## config.mk

```make
export PLATFORM = sky130hd
export DESIGN_NAME = hllu_queue
export DESIGN_NICKNAME = d
export VERILOG_FILES = /design/src/rtl/hllu_pkg.sv /design/src/rtl/hllu_queue.sv
export SDC_FILE = /design/constraint.sdc
export NUM_CORES = 1
export LEC_CHECK = 0
export BUFFER_PORTS_ARGS = -buffer_cell sky130_fd_sc_hd__buf_2
export CORE_UTILIZATION = 40
export CTS_BUF_LIST = sky130_fd_sc_hd__clkbuf_8
export CTS_CLUSTER_DIAMETER = 80
export DETAILED_ROUTE_END_ITERATION = 8
export HOLD_SLACK_MARGIN = 0.02
export PLACE_DENSITY = 0.7
export SLEW_MARGIN = 30
export SYNTH_ARGS = -nofsm -noshare
export SYNTH_HDL_FRONTEND = slang
export SYNTH_SLANG_ARGS = --single-unit
```

## constraint.sdc

```tcl
create_clock -name clk -period 3.6 [get_ports clk]
set_clock_uncertainty 0.05 [all_clocks]
set_input_delay 0 -clock clk [delete_from_list [all_inputs] [get_ports clk]]
set_output_delay 0 -clock clk [all_outputs]
set_load 0.01 [all_outputs]
```

## src/rtl/hllu_pkg.sv

```systemverilog
`timescale 1ns / 1ps
// ----------------------------------------------------------------------------
// hllu_pkg
// shared widths, defaults and the front-to-back queue entry type
// ----------------------------------------------------------------------------
package hllu_pkg;

  localparam int HASH_W       = 64;
  localparam int RANK_W       = 6;
  localparam int BKT_OUT_W    = 14;
  localparam int CNT_W        = 32;
  localparam int PREC_DEFAULT = 14;
  localparam int PREC_MAX     = 18;
  localparam int GRP_W        = 8;
  localparam int GRP_N        = HASH_W / GRP_W;

  // classified item waiting for the register store
  typedef struct packed {
    logic [PREC_MAX-1:0] bucket;
    logic [RANK_W-1:0]   rank;
  } hllu_entry_t;

endpackage

```

## src/rtl/hllu_queue.sv

```systemverilog
`timescale 1ns / 1ps
// ----------------------------------------------------------------------------
// hllu_queue
// two-entry queue between classification and the register store
// ----------------------------------------------------------------------------
module hllu_queue import hllu_pkg::*; (
  input  logic        clk,
  input  logic        rst_n,
  input  logic        push_valid,
  output logic        push_ready,
  input  hllu_entry_t push_entry,
  output logic        pop_valid,
  input  logic        pop_ready,
  output hllu_entry_t pop_entry
);

  hllu_entry_t slot_r [2];
  logic        wr_ptr_r;
  logic        rd_ptr_r;
  logic [1:0]  count_r;
  logic        push;
  logic        pop;

  assign push_ready = (count_r != 2'd2);
  assign pop_valid  = (count_r != 2'd0);
  assign push       = push_valid && push_ready;
  assign pop        = pop_valid && pop_ready;
  assign pop_entry  = slot_r[rd_ptr_r];

  always_ff @(posedge clk) begin
    if (!rst_n) begin
      wr_ptr_r <= 1'b0;
      rd_ptr_r <= 1'b0;
      count_r  <= 2'd0;
    end else begin
      if (push) begin
        wr_ptr_r <= !wr_ptr_r;
      end
      if (pop) begin
        rd_ptr_r <= !rd_ptr_r;
      end
      if (push && !pop) begin
        count_r <= count_r + 2'd1;
      end else if (pop && !push) begin
        count_r <= count_r - 2'd1;
      end
    end
  end

  always_ff @(posedge clk) begin
    if (push) begin
      slot_r[wr_ptr_r] <= push_entry;
    end
  end

endmodule

```

==> metrics.md <==
| Metric | Value |
|---|---|
| Status | `complete, no violations` |
| Largest net degree at the start of global routing | `25` |
| WL final | `3540 um` |
| Setup ws final | `1.70 ns` |
| First-pass GRT wire length | `~5500 um` |
| Worst-path maximum fanout | `24` |
| #FFs+latches synth | `53` |
| Dpl cell area | `about 2300 um2` |
| Average wire per standard cell | `between 10 and 15 um` |
| Post-Syn Nets | `roughly 130` |
| Hold_sp | `pop_ready` |
| Layout Nets | `roughly 210` |
| Simple-Gate Fraction of Synth Area | `0.0330` |
| Worst slew margin | `0.435` |
| Dpl ws | `1.72 ns` |
| Yosys top cell area share | `0.732` |
| Clock root buffer | `clkbuf_8` |
| Yosys cell types | `19` |
| Avg Inst Size Synth | `19.9 um2` |
| DRC | `0` |
| Ys flop type | `edfxtp_1` |
| Synth warnings | `0` |
| Layout cells sized above 1 | `0.481` |
| Post-Layout Inst Area | `~2700 um2` |
| Minimum hold slack | `around 0.16 ns` |
| Asr flop ratio synth | `0` |
| Io pins | `54` |
| Antenna Nets Post-Route | `0` |
| # resized after CTS | `0` |
| Post-Synth XOR/XNOR Area | `0.0133` |
| Crit-path cells | `nand2b_4 -> nand3b_1 -> clkinv_1` |
| Logic pwr share | `0.257` |
| Post-CTS Setup Inserts | `0` |
| NetSw | `~0.44 mW` |
| Finished Layout Cells | `250` |
| Most common cell in the synthesized netlist | `edfxtp_1` |
| Pin slew with the least headroom to its limit | `between 0.8 and 0.9 ns` |
| Final Slew Violations | `0` |
| Reg2reg path depth | `3` |
| Die Y-Extent | `between 70 and 80 um` |
| Final HPWL DP | `~2300 um` |
| Hold path cells | `4` |
| Hold Vio Cnt, Final | `0` |
| Post-synthesis mux area share | `0.137` |
| Clock power frac | `0.230` |
| Vias/cell | `approximately 4.6` |
| Commonest cells post-synth | `edfxtp_1, mux2_2, dfxtp_1, and2_1, buf_2` |
| Worst-path clk slew | `~0.080 ns` |
| Core area | `approximately 4700 um2` |
| Setup violators final | `0` |
| Leakage | `slightly above 1 nW` |
| RSZ-0062 raised after global routing | `no` |
| Worst setup SP type | `flip-flop` |
| Drt pass-1 iters | `4` |
| Layout Utilization | `0.566` |
| Synth top area cells | `edfxtp_1, mux2_2, dfxtp_1` |
| CTS Buffer Depth | `2` |
| Area added between synthesis and finish | `35.7%` |
| CP arrival | `between 1.5 and 2 ns` |
| Fmax | `roughly 530 MHz` |
| Period utilization | `0.527` |
| Pwr/cell area | `~610 nW/um2` |
| Hold crit path type | `input port to flip-flop` |
| H-tree Lvls | `2` |
| Vias | `1157` |
| Adder and majority gate portion of the synthesized area | `0.00635` |
| Total Routing Usage GR | `0.144` |
| Required time of the critical path | `~3.3 ns` |
| Dominant cell type by area after synthesis | `edfxtp_1` |
| Minimum clock period | `1.90 ns` |
| Gr ovfl total | `0` |
| R2r startpoint | `count_r[0]$_SDFFE_PN0P_` |
| Worst path max stage delay | `0.67 ns` |
| Switching Fraction | `0.266` |
| Buf+Inv Stages, Crit Path | `1` |
| Worst setup EP type | `flip-flop` |
| Clock sinks | `between 50 and 60` |
| Mapped Cells | `99` |
| CP Class | `flip-flop to flip-flop` |
| Port buffer count | `53` |
| Vias in the first global route | `about 1.2k` |
| Initial DRC Count | `76` |
| Number of antenna violations at the first check in global routing | `0` |
| Full die area | `roughly 5200 um2` |
| Gpl congestion | `0.670` |
| Post-synthesis sequential area ratio | `0.783` |
| Rows | `25` |
| R2R Path End | `slot_r[0][20]$_DFFE_PP_` |
| Number of synthesized flops with an enable pin | `48` |
| Total power draw | `approximately 1.6 mW` |
| Max cap viols | `0` |
| Final setup TNS | `0 ns` |
| Cell total after placement | `roughly 220` |
| Seq pwr share | `0.513` |
| Die width | `about 72 um` |
| Antenna cells | `0` |
| Clk_lat worst skew | `between 0.2 and 0.3 ns` |
| R2R Setup Slk | `1.70 ns` |
| Crit path max-delay family | `buffers and inverters` |
| Peak supply drop | `approximately 0.33 mV` |
| Worst min-delay path endpoint | `rd_ptr_r$_SDFFE_PN0P_` |
| Slowest-stage cell, CP | `clkinv_1` |
| Mapped cell area | `roughly 2000 um2` |
| CTS tree | `done` |
| Initial Util | `0.417` |
| Main combinational cell family by area after synthesis | `multiplexers` |
| Internal Power | `between 1 and 1.5 mW` |
| Compound-cell area share of the yosys netlist | `0.0178` |
| CTS Buf Count | `5` |
==> state kept, by name (all words and copies together) (netlist names), named ones only <==
| name | cells |
|---|---|
| count_r | 2 |
| wr_ptr_r | 1 |
| rd_ptr_r | 1 |
| slot_r | 48 |
==> routing by layer <==
| layer | vias to the layer above | track usage | routed length, um | share of wire |
|---|---|---|---|---|
| met5 | - | 0 | 0 | 0 |
| met4 | 0 | 0.0654 | 48 | 0.014 |
| li1 | 546 | - | - | - |
| met3 | 4 | 0.0569 | 213 | 0.060 |
| met1 | 556 | 0.163 | 1460 | 0.41 |
| met2 | 51 | 0.241 | 1810 | 0.51 |
==> placed cells by master (no fill, tap or decap), drive strengths merged <==
cell	instances
dlygate4sd3	26
bufinv	1
buf	53
clkbuf	5
clkinv	2
xnor2	2
or2	1
a21bo	1
xor2	1
o21ai	2
dfxtp	5
mux2	24
nand2b	1
and3	1
or3	1
and2	4
nand3b	1
ha	1
a21boi	2
inv	1
edfxtp	48
==> worst max-delay path by stage <==
stage,start,end,cells after the start
3_5_place_dp,count_r[0]$_SDFFE_PN0P_,slot_r[0][5]$_DFFE_PP_,3
6_report,count_r[0]$_SDFFE_PN0P_,slot_r[0][20]$_DFFE_PP_,3
5_1_grt,count_r[0]$_SDFFE_PN0P_,slot_r[0][20]$_DFFE_PP_,3
4_1_cts,flip-flop,pop_entry[16],2
2_1_floorplan,count_r[0]$_SDFFE_PN0P_,slot_r[1][0]$_DFFE_PP_,2
3_3_place_gp,count_r[0]$_SDFFE_PN0P_,slot_r[1][7]$_DFFE_PP_,2
==> cell type report <==
cell class / instances / area [um2]
multi-input combinational: 42 / 410
clock buffer: 5 / 68.8
tap: 67 / 83.8
clock inverter: 3 / 37.5
sequential: 53 / 1540
timing repair buffer: 79 / 526
fill: 373 / 2050
inverter: 1 / 3.75
==> kinds of logic (layout without fill, tap and decap cells) <==
family          after synthesis  count (layout)
compound gates                5               5
xor+xnor                      3               3
fa+ha+maj                     1               1
buf+inv                       4              88
flops                        53              53
mux                          24              24
simple gates                  9               9
==> power groups by stage <==
stage / Sequential (mW) / Combinational (mW) / Clock [mW]
2_1_floorplan: 0.808 / 0.298 / 0
3_3_place_gp: 0.847 / 0.392 / 0
3_5_place_dp: 0.857 / 0.406 / 0
4_1_cts: 0.843 / 0.431 / 0.386
5_1_grt: 0.853 / 0.457 / 0.406
6_report: 0.842 / 0.422 / 0.378
==> worst min-delay path, cell delays in order <==
cell and delay [ns]:
buf_2 0.08, o21ai_1 0.10, xnor2_1 0.18, and2_1 0.12
==> what timing repair did <==
action,in CTS,in global routing
endpoints found under the setup margin,0,0
hold endpoints to repair,53,0
hold buffers,26,0
Power figures use the tool's default switching activity.
