`src/rtl/hllu_pkg.sv`:
```
`timescale 1ns / 1ps
// ----------------------------------------------------------------------------
// hllu_pkg
// shared widths, defaults and the front-to-back queue entry type
// ----------------------------------------------------------------------------
package hllu_pkg;

  localparam int HASH_W       = 64;
  localparam int RANK_W       = 6;
  localparam int BKT_OUT_W    = 14;
  localparam int CNT_W        = 32;
  localparam int PREC_DEFAULT = 14;
  localparam int PREC_MAX     = 18;
  localparam int GRP_W        = 8;
  localparam int GRP_N        = HASH_W / GRP_W;

  // classified item waiting for the register store
  typedef struct packed {
    logic [PREC_MAX-1:0] bucket;
    logic [RANK_W-1:0]   rank;
  } hllu_entry_t;

endpackage

```
`src/rtl/hllu_front.sv`:
```
`timescale 1ns / 1ps
// ----------------------------------------------------------------------------
// hllu_front
// accepts hashes, splits bucket and computes the capped leading-zero rank
// ----------------------------------------------------------------------------
module hllu_front import hllu_pkg::*; #(
  parameter int Precision = PREC_DEFAULT
) (
  input  logic              clk,
  input  logic              rst_n,
  input  logic              accept_en,
  input  logic              in_valid,
  output logic              in_ready,
  input  logic [HASH_W-1:0] in_hash_value,
  output logic              q_valid,
  input  logic              q_ready,
  output hllu_entry_t       q_entry
);

  localparam int CntW = $clog2(HASH_W + 2);
  localparam logic [CntW-1:0] RankCap = CntW'(HASH_W + 1 - Precision);

  logic                 s0_valid_r;
  logic [HASH_W-1:0]    s0_hash_r;
  logic                 s0_take;
  logic [HASH_W-1:0]    shifted;
  logic [3:0]           grp_lz [GRP_N];

  logic                 s1_valid_r;
  logic                 s1_ready;
  logic [3:0]           s1_grp_lz_r [GRP_N];
  logic [Precision-1:0] s1_bucket_r;
  logic [CntW-1:0]      lz_total;
  logic [CntW-1:0]      rank_sum;
  logic [RANK_W-1:0]    rank;

  assign s0_take  = !s0_valid_r || s1_ready;
  assign in_ready = accept_en && s0_take;
  assign s1_ready = !s1_valid_r || q_ready;
  assign shifted  = s0_hash_r << Precision;

  // per-byte leading zeros, top byte first
  always_comb begin
    logic found;
    for (int g = 0; g < GRP_N; g++) begin
      found     = 1'b0;
      grp_lz[g] = '0;
      for (int i = 0; i < GRP_W; i++) begin
        if (!found && !shifted[HASH_W-1-GRP_W*g-i]) begin
          grp_lz[g] = grp_lz[g] + 4'd1;
        end else begin
          found = 1'b1;
        end
      end
    end
  end

  // join bytes up to the first one holding a set bit
  always_comb begin
    logic done;
    done     = 1'b0;
    lz_total = '0;
    for (int g = 0; g < GRP_N; g++) begin
      if (!done) begin
        lz_total = lz_total + CntW'(s1_grp_lz_r[g]);
        if (s1_grp_lz_r[g] != 4'(GRP_W)) begin
          done = 1'b1;
        end
      end
    end
    rank_sum = lz_total + CntW'(1);
    rank     = (rank_sum > RankCap) ? RANK_W'(RankCap) : RANK_W'(rank_sum);
  end

  always_ff @(posedge clk) begin
    if (!rst_n) begin
      s0_valid_r <= 1'b0;
      s1_valid_r <= 1'b0;
    end else begin
      if (s0_take) begin
        s0_valid_r <= in_valid && accept_en;
      end
      if (s1_ready) begin
        s1_valid_r <= s0_valid_r;
      end
    end
  end

  always_ff @(posedge clk) begin
    if (s0_take) begin
      s0_hash_r <= in_hash_value;
    end
    if (s1_ready) begin
      s1_grp_lz_r <= grp_lz;
      s1_bucket_r <= s0_hash_r[Precision-1:0];
    end
  end

  assign q_valid = s1_valid_r;
  assign q_entry = '{bucket: PREC_MAX'(s1_bucket_r), rank: rank};

endmodule

```
`config.mk`:
```
export PLATFORM = sky130hd
export DESIGN_NAME = hllu_front
export DESIGN_NICKNAME = d
export VERILOG_FILES = /design/src/rtl/hllu_pkg.sv /design/src/rtl/hllu_front.sv
export SDC_FILE = /design/constraint.sdc
export NUM_CORES = 1
export LEC_CHECK = 0
export BUFFER_PORTS_ARGS = -buffer_cell sky130_fd_sc_hd__buf_2
export CORE_ASPECT_RATIO = 1.25
export CORE_MARGIN = 2
export CORE_UTILIZATION = 39
export DETAILED_ROUTE_END_ITERATION = 16
export PLACE_DENSITY = 0.58
export RECOVER_POWER = 100
export SLEW_MARGIN = 20
export SYNTH_ARGS = -nofsm -noshare
export SYNTH_HDL_FRONTEND = slang
export SYNTH_SLANG_ARGS = --single-unit
```
`constraint.sdc`:
```
create_clock -name clk -period 8.2 [get_ports clk]
set_input_delay 0.82 -clock clk [delete_from_list [all_inputs] [get_ports clk]]
set_output_delay 0.82 -clock clk [all_outputs]
set_load 0.01 [all_outputs]
```
==> metrics.md <==
| Metric | Value |
|---|---|
| Clock share of power | 34.0% |
| Placer Congestion | 0.8096 |
| Setup Skew | 10.65 ps |
| N_diodes | 0 |
| Port bufs | 76 |
| Top cell type's share of synthesized area | 40.75% |
| Clk slew on worst S/H paths | 60 ps |
| Crit path from | s1_grp_lz_r[28] |
| Slew margin rel. | -49.88% |
| Delay-heaviest family, CP | adder cells |
| Class of the worst hold path | reg -> reg |
| Final Slew Violations | 95 |
| Multi-input logic area | 3963 um2 |
| Worst-Skew Late Latency | 350 ps |
| Antenna violations before repair | 0 |
| P&R area growth vs syn | 23.83% |
| CP Class | reg -> out |
| LEAKAGE | 0.003609 uW |
| CP required | 7380 ps |
| Sequential element share of the synthesized area | 41.35% |
| Sequential share of power | 49.3% |
| CTS sink cnt | 93 |
| Clock root cell | clkbuf_16 |
| Nets | 933 |
| Via count | 5182 |
| Cell-internal power | 858.8 uW |
| Crit Path Max Fanout | 6 |
| Vias in the first global route | 5243 |
| CP peak stage delay | 550 ps |
| RSZ-0062 raised after global routing | true |
| Final instance area | 8303 um2 |
| Mapped cell area | 6705 um2 |
| Global-route wire length before repair | 23190 um |
| F_max | 119.3 MHz |
| HPWL after detailed placement | 10910 um |
| Congestion Overflow GR | 0 |
| Main synth FF type | edfxtp_1 |
| Most frequent cell after synthesis | edfxtp_1 |
| Final core utilization | 49.29% |
| Pre-CTS setup slack | -522.5 ps |
| Initial DRC Count | 226 |
| Status | finished, violations left |
| Unique masters post-synth | 71 |
| Post-Syn Instances | 647 |
| H-tree levels | 3 |
| GRT Overall Usage | 15.80% |
| Commonest cells post-synth | edfxtp_1 (91), nor2_1 (78), ha_1 (61) |
| Top area cells in the synthesized netlist | edfxtp_1 (41%), ha_1 (11%), xnor2_1 (4.6%), nor2_1 (4.4%), mux2_2 (3.5%) |
| Switch share | 25.90% |
| Die area | 18260 um2 |
| Reg2reg start | s0_hash_r[49] |
| CTS tree | built |
| Row count | 53 |
| Initial Util | 39.81% |
| Number of routed nets with antenna violations | 0 |
| Most used cell, CP | a21oi_2 |
| Largest net degree at the start of global routing | 53 |
| WHS | 466.2 ps |
| Slowest CP cell | fa_2 |
| Setup crit start kind | register |
| Sw Pwr | 300.2 uW |
| Layout cells sized above 1 | 26.03% |
| Mapped Avg Cell Area | 10.36 um2 |
| Share of synthesized flip-flops with an asynchronous set or reset | 0% |
| I/O pin total | 95 |
| Kind of end point of the critical path | output pin |
| Final Setup Violations | 6 |
| WL per Instance | 13.41 um |
| Failing checks | max-capacitance violations, max-slew violations, negative setup slack |
| PD cells | 139.6 nW/um2 |
| Min-Delay Startpoint | s0_hash_r[4] |
| Worst-margin pin slew | 2248 ps |
| Vias per Instance | 5.065 |
| Final cycle utilization of the critical path | 102.2% |
| Worst setup margin | -182.1 ps |
| Reg area | 2773 um2 |
| DIE WIDTH | 121.3 um |
| Combinational power share | 16.8% |
| Biggest area consumer among synthesized cells | edfxtp_1 |
| Routed WL | 13720 um |
| Drt first pass iters | 4 |
| MaxCap Viol Count | 2 |
| CTS Buf Count | 9 |
| EDFF count, synth | 91 |
| Drc violations | 0 |
| Worst VDD drop | 97.29 uV |
| Dpl cell area | 7710 um2 |
| Die height | 150.6 um |
| Tmin final | 8382 ps |
| Filler cells | 1571 |
| Synth Register Bits | 93 |
| Final hold violations | 0 |
| Core area | 16840 um2 |
| Crit path buffers/inverters | 5 |
| Clock tree buffer depth | 2 |
| Ys Warns | 0 |
| Worst EP arrival | 7560 ps |
## layer usage
layer	GRT usage [%]	vias to the layer above	part of all wire [%]	wire length [um]
li1	-	2671	-	-
met4	5.517	0	1.9	255
met5	0	-	0	0
met1	16.90	2426	40	5476
met2	30.93	67	56	7690
met3	2.538	18	2.2	297
## flip-flops by register name (all words and copies together) (netlist names)
signal and cells:
s0_valid_r 1, q_valid 1, s1_bucket_r 14, s1_grp_lz_r 27, s0_hash_r 50
## final timing paths
check                    endpoint  slack (ps)  depth (start not counted)
hold reg to reg    s1_bucket_r[4]         470                          0
setup reg to reg  s1_grp_lz_r[29]        3790                         11
hold / removal     s1_bucket_r[4]         470                          0
setup / recovery       q_entry[1]        -180                         32
## through the flow
| step | cells | setup TNS, ps | power (uW) |
|---|---|---|---|
| global placement | 990 | -1473 | 745.9 |
| CTS | 1017 | -1151 | 1170 |
| global route | 1023 | -2874 | 1224 |
| floorplan | 651 | -60.49 | 688.7 |
| detailed placement | 990 | -3022 | 756.4 |
| finish | 1023 | -776.1 | 1159 |
## power by group through the flow
stage          clock (uW)  sequential (uW)  combinational, uW
3_5_place_dp            0              581                176
5_1_grt               429              574                221
2_1_floorplan           0              578                110
4_1_cts               408              571                191
3_3_place_gp            0              579                166
6_report              394              571                195
## logic make-up (layout without fill, tap and decap cells)
kind of cell	Yosys count	after routing	synth area share, %
flops	93	93	41.35
buf+inv	43	195	2.724
xor+xnor	53	53	7.035
fa+ha+maj	66	66	12.88
mux	33	33	5.318
compound gates	124	124	12.19
simple gates	234	234	18.45
other cells	1	5	0.05593
## cell type report
cell class | instances | area share [%]
Clock buffer | 9 | 2.712
Clock inverter | 7 | 0.6932
Inverter | 35 | 1.582
Multi-Input combinational cell | 515 | 47.72
Sequential cell | 93 | 33.39
Tap cell | 220 | 3.315
Timing Repair Buffer | 144 | 10.58
## placed cells by master (no fill, tap or decap), types with 4 or more instances in the layout
cell type  count
o31a_1         6
xor2_1        17
nor3_1        10
nand4_1        5
or3_1          4
clkbuf_16      9
a21o_1        12
nand2_1       47
buf_4         66
conb_1         5
and2_1         7
a21oi_1       33
clkbuf_1      16
inv_2          4
buf_2         60
nor2b_1       17
nor4b_1        4
nand2b_1      10
ha_1          57
inv_1         31
o21ai_0       14
nor2_1        76
a21oi_2        9
mux2_2        10
mux2i_1       11
xnor2_1       32
mux2_1        10
a31oi_1        5
edfxtp_1      91
a21boi_0       4
nand3_1       15
o21a_1         4
or2_2          4
a211oi_1       7
## what timing repair did
| action | 4_1_cts | 5_1_grt |
|---|---|---|
| pin swaps | 26 | 17 |
| setup buffers | 11 | 6 |
| hold buffers | 0 | 0 |
| endpoints found under the setup margin | 6 | 6 |
| resized for setup | 39 | 7 |
Note: power is estimated with default switching activity, not from simulation.
